$ cat config.mk
export PLATFORM = sky130hd
export DESIGN_NAME = jitter_buffer_playout_control
export DESIGN_NICKNAME = d
export VERILOG_FILES = /design/src/rtl/jbpc_pkg.sv /design/src/rtl/jbpc_cell.sv /design/src/rtl/jbpc_chain.sv /design/src/rtl/jitter_buffer_playout_control.sv
export VERILOG_INCLUDE_DIRS = /design/src /design/src/rtl
export SDC_FILE = /design/constraint.sdc
export NUM_CORES = 2
export LEC_CHECK = 0
export BUFFER_PORTS_ARGS = -buffer_cell sky130_fd_sc_hd__buf_2
export CAP_MARGIN = 10
export CORE_MARGIN = 2
export CORE_UTILIZATION = 55
export DETAILED_ROUTE_END_ITERATION = 12
export PLACE_DENSITY = 0.72
export SYNTH_ARGS = -nofsm -noshare
export SYNTH_HDL_FRONTEND = slang
export SYNTH_SLANG_ARGS = --single-unit
$ cat constraint.sdc
create_clock -name clk -period 9.95 [get_ports clk]
set_input_delay 1.4925 -clock clk [delete_from_list [all_inputs] [get_ports clk]]
set_output_delay 1.4925 -clock clk [all_outputs]
set_load 0.05 [all_outputs]
$ cat src/rtl/jitter_buffer_playout_control_defines.svh
// Assertion macros for the jitter buffer playout control block.
`ifndef JITTER_BUFFER_PLAYOUT_CONTROL_DEFINES_SVH
`define JITTER_BUFFER_PLAYOUT_CONTROL_DEFINES_SVH
`ifndef SYNTHESIS
`define JB_ASSERT_IMPL(label, clk, rst_n, ante, cons) \
  label: assert property (@(posedge clk) disable iff (!rst_n) (ante) |-> (cons)) \
    else $error("assertion failed");
`define JB_ASSERT_NEXT(label, clk, rst_n, ante, cons) \
  label: assert property (@(posedge clk) disable iff (!rst_n) (ante) |=> (cons)) \
    else $error("assertion failed");
`else
`define JB_ASSERT_IMPL(label, clk, rst_n, ante, cons)
`define JB_ASSERT_NEXT(label, clk, rst_n, ante, cons)
`endif
`endif

$ cat src/rtl/jbpc_pkg.sv
// Package with types and constants for the jitter buffer playout control block.
`timescale 1ns / 1ps
package jbpc_pkg;
  localparam int unsigned QueueDepth = 16;
  localparam int unsigned IdxW = $clog2(QueueDepth);
  localparam int unsigned CntW = $clog2(QueueDepth + 1);

  localparam logic [3:0] ACT_SILENCE  = 4'd0;
  localparam logic [3:0] ACT_NORMAL   = 4'd1;
  localparam logic [3:0] ACT_FEC      = 4'd2;
  localparam logic [3:0] ACT_PLC      = 4'd3;
  localparam logic [3:0] ACT_RESYNC   = 4'd4;
  localparam logic [3:0] ACT_UNDERRUN = 4'd5;
  localparam logic [3:0] ACT_ACCEPT   = 4'd6;
  localparam logic [3:0] ACT_LATE     = 4'd7;
  localparam logic [3:0] ACT_DUP      = 4'd8;
  localparam logic [3:0] ACT_RELEASE  = 4'd9;

  localparam logic [1:0] REG_PREBUF = 2'd0;
  localparam logic [1:0] REG_PLCMAX = 2'd1;
  localparam logic [1:0] REG_RESYNC = 2'd2;

  typedef struct packed {
    logic        kind;
    logic [15:0] seq;
    logic [7:0]  payload_handle;
    logic [10:0] payload_length;
  } in_item_t;

  typedef struct packed {
    logic [3:0]  action;
    logic [7:0]  out_handle;
    logic [10:0] out_length;
    logic [15:0] out_seq;
    logic        last;
  } out_item_t;

  typedef struct packed {
    logic [15:0] seq;
    logic [7:0]  handle;
    logic [10:0] length;
  } entry_t;

  // Shift-line control shared by all cells
  typedef struct packed {
    logic           ins;     // write new entry at ins_idx, shift upper entries up
    logic [IdxW-1:0] ins_idx;
    logic           pop;     // shift all entries down by one
    entry_t         new_ent;
  } cell_ctl_t;

  // Signed-style wrap test: true when b lies before a
  function automatic logic dist_neg(input logic [15:0] a, input logic [15:0] b);
    logic [15:0] d;
    d = b - a;
    return d[15];
  endfunction
endpackage

$ cat src/rtl/jbpc_cell.sv
// One queue cell: holds one entry, loads from its lower or upper neighbor.
`timescale 1ns / 1ps
module jbpc_cell (
  input  logic                 clk,
  input  logic [jbpc_pkg::IdxW-1:0] my_idx,
  input  jbpc_pkg::cell_ctl_t  ctl,
  input  jbpc_pkg::entry_t     from_lo,
  input  jbpc_pkg::entry_t     from_hi,
  output jbpc_pkg::entry_t     ent
);
  import jbpc_pkg::*;
  entry_t ent_r, ent_nxt;

  // Pick new content: shift down on pop, open a slot on insert
  always_comb begin
    ent_nxt = ent_r;
    if (ctl.pop) begin
      ent_nxt = from_hi;
    end else if (ctl.ins) begin
      if (my_idx == ctl.ins_idx) begin
        ent_nxt = ctl.new_ent;
      end else if (my_idx > ctl.ins_idx) begin
        ent_nxt = from_lo;
      end
    end
  end

  always_ff @(posedge clk) begin
    ent_r <= ent_nxt;
  end

  assign ent = ent_r;
endmodule

$ cat src/rtl/jbpc_chain.sv
// Row of queue cells forming the sorted shift line.
`timescale 1ns / 1ps
module jbpc_chain (
  input  logic                clk,
  input  jbpc_pkg::cell_ctl_t ctl,
  input  logic [jbpc_pkg::IdxW-1:0] rd_idx,
  output jbpc_pkg::entry_t    front,
  output jbpc_pkg::entry_t    rd_ent
);
  import jbpc_pkg::*;
  entry_t ents [QueueDepth];

  for (genvar g = 0; g < QueueDepth; g++) begin : g_cell
    entry_t lo, hi;
    if (g == 0) begin : g_lo0
      assign lo = ents[0];
    end else begin : g_lo
      assign lo = ents[g-1];
    end
    if (g == QueueDepth - 1) begin : g_hiN
      assign hi = ents[g];
    end else begin : g_hi
      assign hi = ents[g+1];
    end
    jbpc_cell u_cell (
      .clk     (clk),
      .my_idx  (IdxW'(g)),
      .ctl     (ctl),
      .from_lo (lo),
      .from_hi (hi),
      .ent     (ents[g])
    );
  end

  assign front  = ents[0];
  assign rd_ent = ents[rd_idx];
endmodule

$ cat src/rtl/jitter_buffer_playout_control.sv
// Top level of the jitter buffer playout control block.
// Usage:
//   in_valid/in_ready/in_data carry pushes (kind 0) and playout ticks (kind 1).
//   out_valid/out_ready/out_data carry result items; last marks the final one.
//   cfg_we/cfg_idx/cfg_wdata write prebuffer, concealment limit and resync gap
//   while the block is idle.
// Sequencing: one item at a time. A push scans the queue from its tail one
//   entry a cycle while the result register is free, then inserts, releasing
//   the front first when the queue is full; a tick primes if needed and then
//   sweeps stale front entries one per cycle, one transfer each, while the
//   result register is free.
// Reset: the queue is emptied by clearing its count, the playout clock and
//   prebuffer state clear, registers return to 3, 5 and 50; queue entries are
//   left as they are since only entries below the count are read.
// Stall: when out_ready is low the result register holds and the control
//   sequencer waits; no new input is taken until the last result transfers.
`timescale 1ns / 1ps
`include "jitter_buffer_playout_control_defines.svh"
module jitter_buffer_playout_control (
  input  logic                clk,
  input  logic                rst_n,
  input  logic                in_valid,
  output logic                in_ready,
  input  jbpc_pkg::in_item_t  in_data,
  output logic                out_valid,
  input  logic                out_ready,
  output jbpc_pkg::out_item_t out_data,
  input  logic                cfg_we,
  input  logic [1:0]          cfg_idx,
  input  logic [14:0]         cfg_wdata
);
  import jbpc_pkg::*;

  typedef enum logic [5:0] {
    S_IDLE  = 6'b000001,
    S_SCAN  = 6'b000010,
    S_PUSH  = 6'b000100,
    S_TICK  = 6'b001000,
    S_EMIT  = 6'b010000,
    S_WAIT  = 6'b100000
  } state_t;

  state_t          state_r, state_nxt;
  in_item_t        item_r, item_nxt;
  logic [CntW-1:0] count_r, count_nxt;
  logic [15:0]     owed_r, owed_nxt;
  logic            base_r, base_nxt;
  logic            primed_r, primed_nxt;
  logic [7:0]      erun_r, erun_nxt;
  logic [4:0]      prebuf_r;
  logic [7:0]      plcmax_r;
  logic [14:0]     rgap_r;
  logic [CntW-1:0] scan_r, scan_nxt;    // candidate insert position
  logic            evict_r, evict_nxt;  // front already released for this item
  out_item_t       obuf_r, obuf_nxt;
  logic            ovld_r, ovld_nxt;
  cell_ctl_t       ctl;
  entry_t          front, rd_ent;
  logic [IdxW-1:0] rd_idx;

  jbpc_chain u_chain (
    .clk    (clk),
    .ctl    (ctl),
    .rd_idx (rd_idx),
    .front  (front),
    .rd_ent (rd_ent)
  );

  assign rd_idx = (scan_r == '0) ? '0 : IdxW'(scan_r - 1'b1);
  assign in_ready  = (state_r == S_IDLE);
  assign out_valid = ovld_r;
  assign out_data  = obuf_r;

  // Configuration registers
  always_ff @(posedge clk) begin
    if (!rst_n) begin
      prebuf_r <= 5'd3;
      plcmax_r <= 8'd5;
      rgap_r   <= 15'd50;
    end else if (cfg_we) begin
      unique case (cfg_idx)
        REG_PREBUF: prebuf_r <= cfg_wdata[4:0];
        REG_PLCMAX: plcmax_r <= cfg_wdata[7:0];
        REG_RESYNC: rgap_r   <= cfg_wdata;
        default: ;
      endcase
    end
  end

  function automatic out_item_t mk(input logic [3:0] a, input entry_t e, input logic l);
    out_item_t o;
    o.action = a;
    o.out_handle = e.handle;
    o.out_length = e.length;
    o.out_seq = e.seq;
    o.last = l;
    return o;
  endfunction

  // Sequencer
  always_comb begin
    entry_t    pe, zero_e;
    logic [7:0]  er_inc;
    logic [15:0] gap;
    logic [4:0]  need;
    logic        out_free;
    state_nxt = state_r;
    item_nxt  = item_r;
    count_nxt = count_r;
    owed_nxt  = owed_r;
    base_nxt  = base_r;
    primed_nxt = primed_r;
    erun_nxt  = erun_r;
    scan_nxt  = scan_r;
    evict_nxt = evict_r;
    obuf_nxt  = obuf_r;
    ovld_nxt  = ovld_r;
    ctl       = '0;
    pe.seq    = item_r.seq;
    pe.handle = item_r.payload_handle;
    pe.length = item_r.payload_length;
    zero_e    = '0;
    ctl.new_ent = pe;
    er_inc    = (erun_r == 8'hFF) ? erun_r : erun_r + 8'd1;
    gap       = front.seq - owed_r;
    need      = (prebuf_r == 5'd0) ? 5'd1 : prebuf_r;
    out_free  = !ovld_r || out_ready;
    if (ovld_r && out_ready) ovld_nxt = 1'b0;

    unique case (state_r)
      S_IDLE: begin
        if (in_valid) begin
          item_nxt = in_data;
          evict_nxt = 1'b0;
          if (in_data.kind) begin
            state_nxt = S_TICK;
          end else begin
            if (!base_r) begin
              owed_nxt = in_data.seq;
              base_nxt = 1'b1;
            end
            scan_nxt = count_r;
            state_nxt = S_SCAN;
          end
        end
      end
      S_SCAN: begin
        // Late test, then walk down from the tail, one cell per unstalled cycle
        if (out_free) begin
          if (dist_neg(owed_r, item_r.seq)) begin
            obuf_nxt = mk(ACT_LATE, pe, 1'b1);
            ovld_nxt = 1'b1;
            state_nxt = S_WAIT;
          end else if (scan_r == '0) begin
            state_nxt = S_PUSH;
          end else if (rd_ent.seq == item_r.seq) begin
            obuf_nxt = mk(ACT_DUP, pe, 1'b1);
            ovld_nxt = 1'b1;
            state_nxt = S_WAIT;
          end else if (!dist_neg(rd_ent.seq, item_r.seq)) begin
            state_nxt = S_PUSH;
          end else begin
            scan_nxt = scan_r - 1'b1;
          end
        end
      end
      S_PUSH: begin
        if (out_free) begin
          if (!evict_r && count_r == CntW'(QueueDepth)) begin
            // Release the oldest entry first
            obuf_nxt = mk(ACT_RELEASE, front, 1'b0);
            ovld_nxt = 1'b1;
            ctl.pop = 1'b1;
            count_nxt = count_r - 1'b1;
            evict_nxt = 1'b1;
            if (scan_r != '0) scan_nxt = scan_r - 1'b1;
          end else begin
            ctl.ins = 1'b1;
            ctl.ins_idx = IdxW'(scan_r);
            count_nxt = count_r + 1'b1;
            erun_nxt = '0;
            obuf_nxt = mk(ACT_ACCEPT, pe, 1'b1);
            ovld_nxt = 1'b1;
            state_nxt = S_WAIT;
          end
        end
      end
      S_TICK: begin
        if (out_free) begin
          if (!primed_r && count_r < CntW'(need)) begin
            obuf_nxt = mk(ACT_SILENCE, zero_e, 1'b1);
            ovld_nxt = 1'b1;
            state_nxt = S_WAIT;
          end else if (!primed_r) begin
            primed_nxt = 1'b1;
            owed_nxt = front.seq;
          end else if (count_r == '0 && !evict_r) begin
            erun_nxt = er_inc;
            if (er_inc <= plcmax_r) begin
              owed_nxt = owed_r + 16'd1;
              obuf_nxt = mk(ACT_PLC, zero_e, 1'b1);
            end else begin
              primed_nxt = 1'b0;
              base_nxt = 1'b0;
              obuf_nxt = mk(ACT_UNDERRUN, zero_e, 1'b1);
            end
            ovld_nxt = 1'b1;
            state_nxt = S_WAIT;
          end else if (count_r == '0) begin
            // Sweep emptied the queue
            erun_nxt = er_inc;
            owed_nxt = owed_r + 16'd1;
            obuf_nxt = mk(ACT_PLC, zero_e, 1'b1);
            ovld_nxt = 1'b1;
            state_nxt = S_WAIT;
          end else if (gap[15]) begin
            obuf_nxt = mk(ACT_RELEASE, front, 1'b0);
            ovld_nxt = 1'b1;
            ctl.pop = 1'b1;
            count_nxt = count_r - 1'b1;
            evict_nxt = 1'b1;
          end else if (gap >= {1'b0, rgap_r} || gap == 16'd0) begin
            obuf_nxt = mk((gap == 16'd0 && !(gap >= {1'b0, rgap_r})) ? ACT_NORMAL
                          : ACT_RESYNC, front, 1'b1);
            ovld_nxt = 1'b1;
            owed_nxt = front.seq + 16'd1;
            ctl.pop = 1'b1;
            count_nxt = count_r - 1'b1;
            erun_nxt = '0;
            state_nxt = S_WAIT;
          end else if (gap == 16'd1) begin
            obuf_nxt = mk(ACT_FEC, front, 1'b1);
            ovld_nxt = 1'b1;
            owed_nxt = owed_r + 16'd1;
            erun_nxt = '0;
            state_nxt = S_WAIT;
          end else begin
            erun_nxt = er_inc;
            ovld_nxt = 1'b1;
            state_nxt = S_WAIT;
            if (er_inc > plcmax_r) begin
              obuf_nxt = mk(ACT_RESYNC, front, 1'b1);
              owed_nxt = front.seq + 16'd1;
              ctl.pop = 1'b1;
              count_nxt = count_r - 1'b1;
              erun_nxt = '0;
            end else begin
              owed_nxt = owed_r + 16'd1;
              obuf_nxt = mk(ACT_PLC, zero_e, 1'b1);
            end
          end
        end
      end
      S_EMIT: begin
        state_nxt = S_WAIT;
      end
      S_WAIT: begin
        // Drain the final result before taking the next item
        if (!ovld_r || out_ready) state_nxt = S_IDLE;
      end
      default: state_nxt = S_IDLE;
    endcase
  end

  always_ff @(posedge clk) begin
    if (!rst_n) begin
      state_r  <= S_IDLE;
      count_r  <= '0;
      owed_r   <= '0;
      base_r   <= 1'b0;
      primed_r <= 1'b0;
      erun_r   <= '0;
      ovld_r   <= 1'b0;
      evict_r  <= 1'b0;
    end else begin
      state_r  <= state_nxt;
      count_r  <= count_nxt;
      owed_r   <= owed_nxt;
      base_r   <= base_nxt;
      primed_r <= primed_nxt;
      erun_r   <= erun_nxt;
      ovld_r   <= ovld_nxt;
      evict_r  <= evict_nxt;
    end
  end

  always_ff @(posedge clk) begin
    item_r <= item_nxt;
    scan_r <= scan_nxt;
    obuf_r <= obuf_nxt;
  end

  `JB_ASSERT_IMPL(a_count_bound, clk, rst_n, 1'b1, count_r <= CntW'(QueueDepth))
  `JB_ASSERT_IMPL(a_busy_no_take, clk, rst_n, state_r != S_IDLE, !in_ready)
  `JB_ASSERT_NEXT(a_stall_hold, clk, rst_n, out_valid && !out_ready, out_valid)
  `JB_ASSERT_NEXT(a_stall_data, clk, rst_n, out_valid && !out_ready, $stable(out_data))
endmodule

==> run_results.csv <==
group,metric,value,unit
outcome,status,"finished clean",
detailed_routing,vias,31905,
yosys,syn_area,0.0405,mm2
cells_and_area,layout-drive-gt1-share,11.9,%
cells_and_area,post-route-util,60.5,%
place,portBuffers,99,
worst_setup_path,crit_required,10320,ps
cts,htreeDepth,3,
cts,clock_sinks,706,
power,power_leakage,15.7,nW
timing,report.final.slew_viol_count,0,
timing,rsz0062_at_grt,"false",
detailed_routing,viasPerCell,6.75,
timing,final.setup.tns,0,ps
worst_setup_path,worstSetupEndpointType,"register",
floorplanning,core,0.0730,mm2
global_route,grt_util_all_layers,31.4,%
global_route,first_global_vias,30541,
detailed_routing,drt_first_iter_violations,4298,
worst_setup_path,worst_ep_arrival_time,7140,ps
yosys,synth_enable_flop_cells,640,
detailed_routing,wl,122,mm
yosys,synth.avg_cell_area,10.6,um2
timing,clock_skew,32.1,ps
power,power.density,163,mW/mm2
yosys,netlist.area_leader.share,47.4,%
cts,post_cts_buffers,0,
yosys,ys_seq_elements,706,
yosys,synth_warnings,0,
place,place_hpwl,72.2,mm
global_route,antenna_found_initial,0,
floorplanning,start_util,55.5,%
timing,fin_crit_sh,68.0,%
cells_and_area,layout.nets,3840,
timing,tightest_slew,1260,ps
timing,setup_viol,0,
timing,clock.fmax,0.148,GHz
detailed_routing,drt_first_pass_iters,6,
detailed_routing,route.detailed.drc,0,
cts,cts_resized,0,
cts,insertion_delay,660,ps
yosys,ys_async_sr_fraction,0,%
cells_and_area,fill_cells,6007,
timing,relSlewSlack,16.0,%
global_route,grt_overflow_total,0,
cells_and_area,syn_to_final_growth,8.98,%
cells_and_area,area.sequential,0.0205,mm2
job,cap_violations,0,
yosys,synth_fp_nets,3959,
floorplanning,row_count,99,
cts,cts_tree,"built",
floorplanning,dieArea,0.0759,mm2
floorplanning,ios,100,
worst_setup_path,cp_max_fo,86,
cts,clk_pin_slew,60,ps
cts,cts_buffer_depth,3,
place,gp_congestion,0.930,
cts,cts_buffers,76,
worst_setup_path,crit_type,"register to register",
detailed_routing,wl_per_cell,25.8,um
global_route,grt_first_pass_wirelength,184,mm
floorplanning,chipHeight,275,um
yosys,ys_top_cells_by_area,"edfxtp_1, mux2i_1, o21ai_0",
cts,cts_hold_buf,0,
cts,cts-root-buf,"clkbuf_16",
yosys,synth_top_area_cell,"edfxtp_1",
yosys,synthCells,3823,
power,max-vdd-ir-drop,0.166,mV
hold_path,hold_class,"register to register",
yosys,synth-seq-area-share,50.7,%
cells_and_area,num_antenna_cells,0,
cells_and_area,multi_input_area,0.0186,mm2
floorplanning,die_x,275,um
yosys,ys.flop_type,"edfxtp_1",
detailed_routing,ant_nets,0,
global_route,grt_start_max_net_pins,223,
worst_setup_path,startpoint_type,"register",
yosys,synth_cell_types,72,
timing,min_period,6770,ps
timing,hold_viol,0,
## report_power, final
| group | internal [W] | switching, W | total, W |
|---|---|---|---|
| registers | 0.00328 | 0.000111 | 0.00340 |
| logic | 0.000340 | 0.000615 | 0.000955 |
| clock network | 0.00157 | 0.00127 | 0.00284 |
## metal layers
layer  part of all wire [%]  global-route usage, %  up-vias
li1                       -                      -    14126
met1                     40                   42.5    15791
met2                     48                   50.7     1706
met3                    8.6                   5.10      282
met4                    3.8                   12.6        0
met5                      0                      0        -
## final timing paths
| check | startpoint | to | slack (ps) | depth (start not counted) |
|---|---|---|---|---|
| worst max-delay path | u_chain.g_cell[0].u_cell.ent[19] | u_chain.g_cell[6].u_cell.ent[8] | 3180 | 20 |
| worst min-delay path | rgap_r[8] | rgap_r[8] | 470 | 2 |
| worst max register to register | u_chain.g_cell[0].u_cell.ent[19] | u_chain.g_cell[6].u_cell.ent[8] | 3180 | 20 |
| worst min register to register | rgap_r[8] | rgap_r[8] | 470 | 2 |
## critical path, cell delays in order, from the launching register on
cell and delay (ps):
edfxtp_1 470, inv_1 140, ha_1 200, inv_1 60, fa_1 400, a21o_1 230
a221o_1 390, a211oi_1 300, nor3_1 130, or2_2 290, ha_1 270, nand3_1 90
nor3_1 200, a21oi_1 200, nand3_1 290, o21ai_1 310, o31ai_4 320, and2_4 830
buf_4 580, buf_4 460, o21ai_0 180
## logic make-up after synthesis
group	synth area share, %
muxes	16.7
buffers and inverters	4.14
AOI/OAI and AO/OA	13.2
DFF	50.7
adders and majority gates	2.43
and+or+nand+nor	11.8
xor gates and xnor gates	0.973
## registers in the layout (all words and copies together), names as in the netlist
signal and cells:
u_chain.g_cell.u_cell.ent 560, out_data 40, ctl 35, owed_r 16, rgap_r 15, erun_r 8
plcmax_r 8, count_r 5, prebuf_r 5, scan_r 5, state_r 5, base_r 1
evict_r 1, out_valid 1, primed_r 1
## layout by cell type, fill, tap and decap left out, types with 12 or more instances in the layout
| master | count |
|---|---|
| nor2_4 | 12 |
| clkbuf_16 | 76 |
| o211ai_1 | 27 |
| dfxtp_1 | 66 |
| buf_4 | 77 |
| mux2_2 | 55 |
| a22o_1 | 42 |
| mux2_4 | 18 |
| mux2i_1 | 509 |
| nor3_1 | 21 |
| nand4_1 | 16 |
| nor2b_1 | 21 |
| xnor2_1 | 35 |
| nor2_1 | 69 |
| edfxtp_1 | 640 |
| inv_1 | 54 |
| nand2b_1 | 16 |
| nand2_1 | 222 |
| and2_1 | 16 |
| nor3b_1 | 13 |
| a31oi_1 | 18 |
| a21oi_1 | 122 |
| a21boi_0 | 14 |
| clkbuf_1 | 21 |
| o21ai_0 | 623 |
| mux4_2 | 34 |
| buf_2 | 99 |
| a21o_1 | 27 |
| nand3_1 | 518 |
| ha_1 | 77 |
| clkinv_1 | 15 |
## Yosys cell counts, types with 13 or more instances
cell	count
a21oi_1	125
o21ai_0	626
o211ai_1	27
mux2_2	55
nand4_1	16
buf_1	38
ha_1	77
dfxtp_1	66
nor3b_1	13
inv_1	58
edfxtp_1	640
xnor2_1	35
mux2_4	18
mux4_2	34
nand2b_1	17
and2_1	17
mux2i_1	510
nor2_1	81
a21boi_0	14
clkbuf_1	331
nor3_1	21
nand2_1	229
nand3_1	522
a21o_1	28
nor2b_1	21
a31oi_1	19
a22o_1	42
## stage by stage
| step | total power [W] | cells | setup WS [ps] | hold slack [ps] | instance area [um2] |
|---|---|---|---|---|---|
| final | 0.00719 | 4725 | 3180 | 467 | 44200 |
| after global routing | 0.00740 | 4725 | 2820 | 490 | 44200 |
| after CTS | 0.00720 | 4725 | 3260 | 470 | 44200 |
| after detailed placement | 0.00439 | 4585 | 3290 | 462 | 41700 |
| after global placement | 0.00438 | 4585 | 3370 | 455 | 41700 |
| after floorplan | 0.00409 | 3823 | 2890 | 436 | 40500 |
## cell type report
type,instances,area share (%)
multi-input combinational,2680,42.1
clock buffer,101,4.61
inverter,59,0.502
tap,959,2.72
sequential,706,46.5
timing repair buffer,181,2.66
clock inverter,39,0.938
Power figures use the tool's default switching activity.
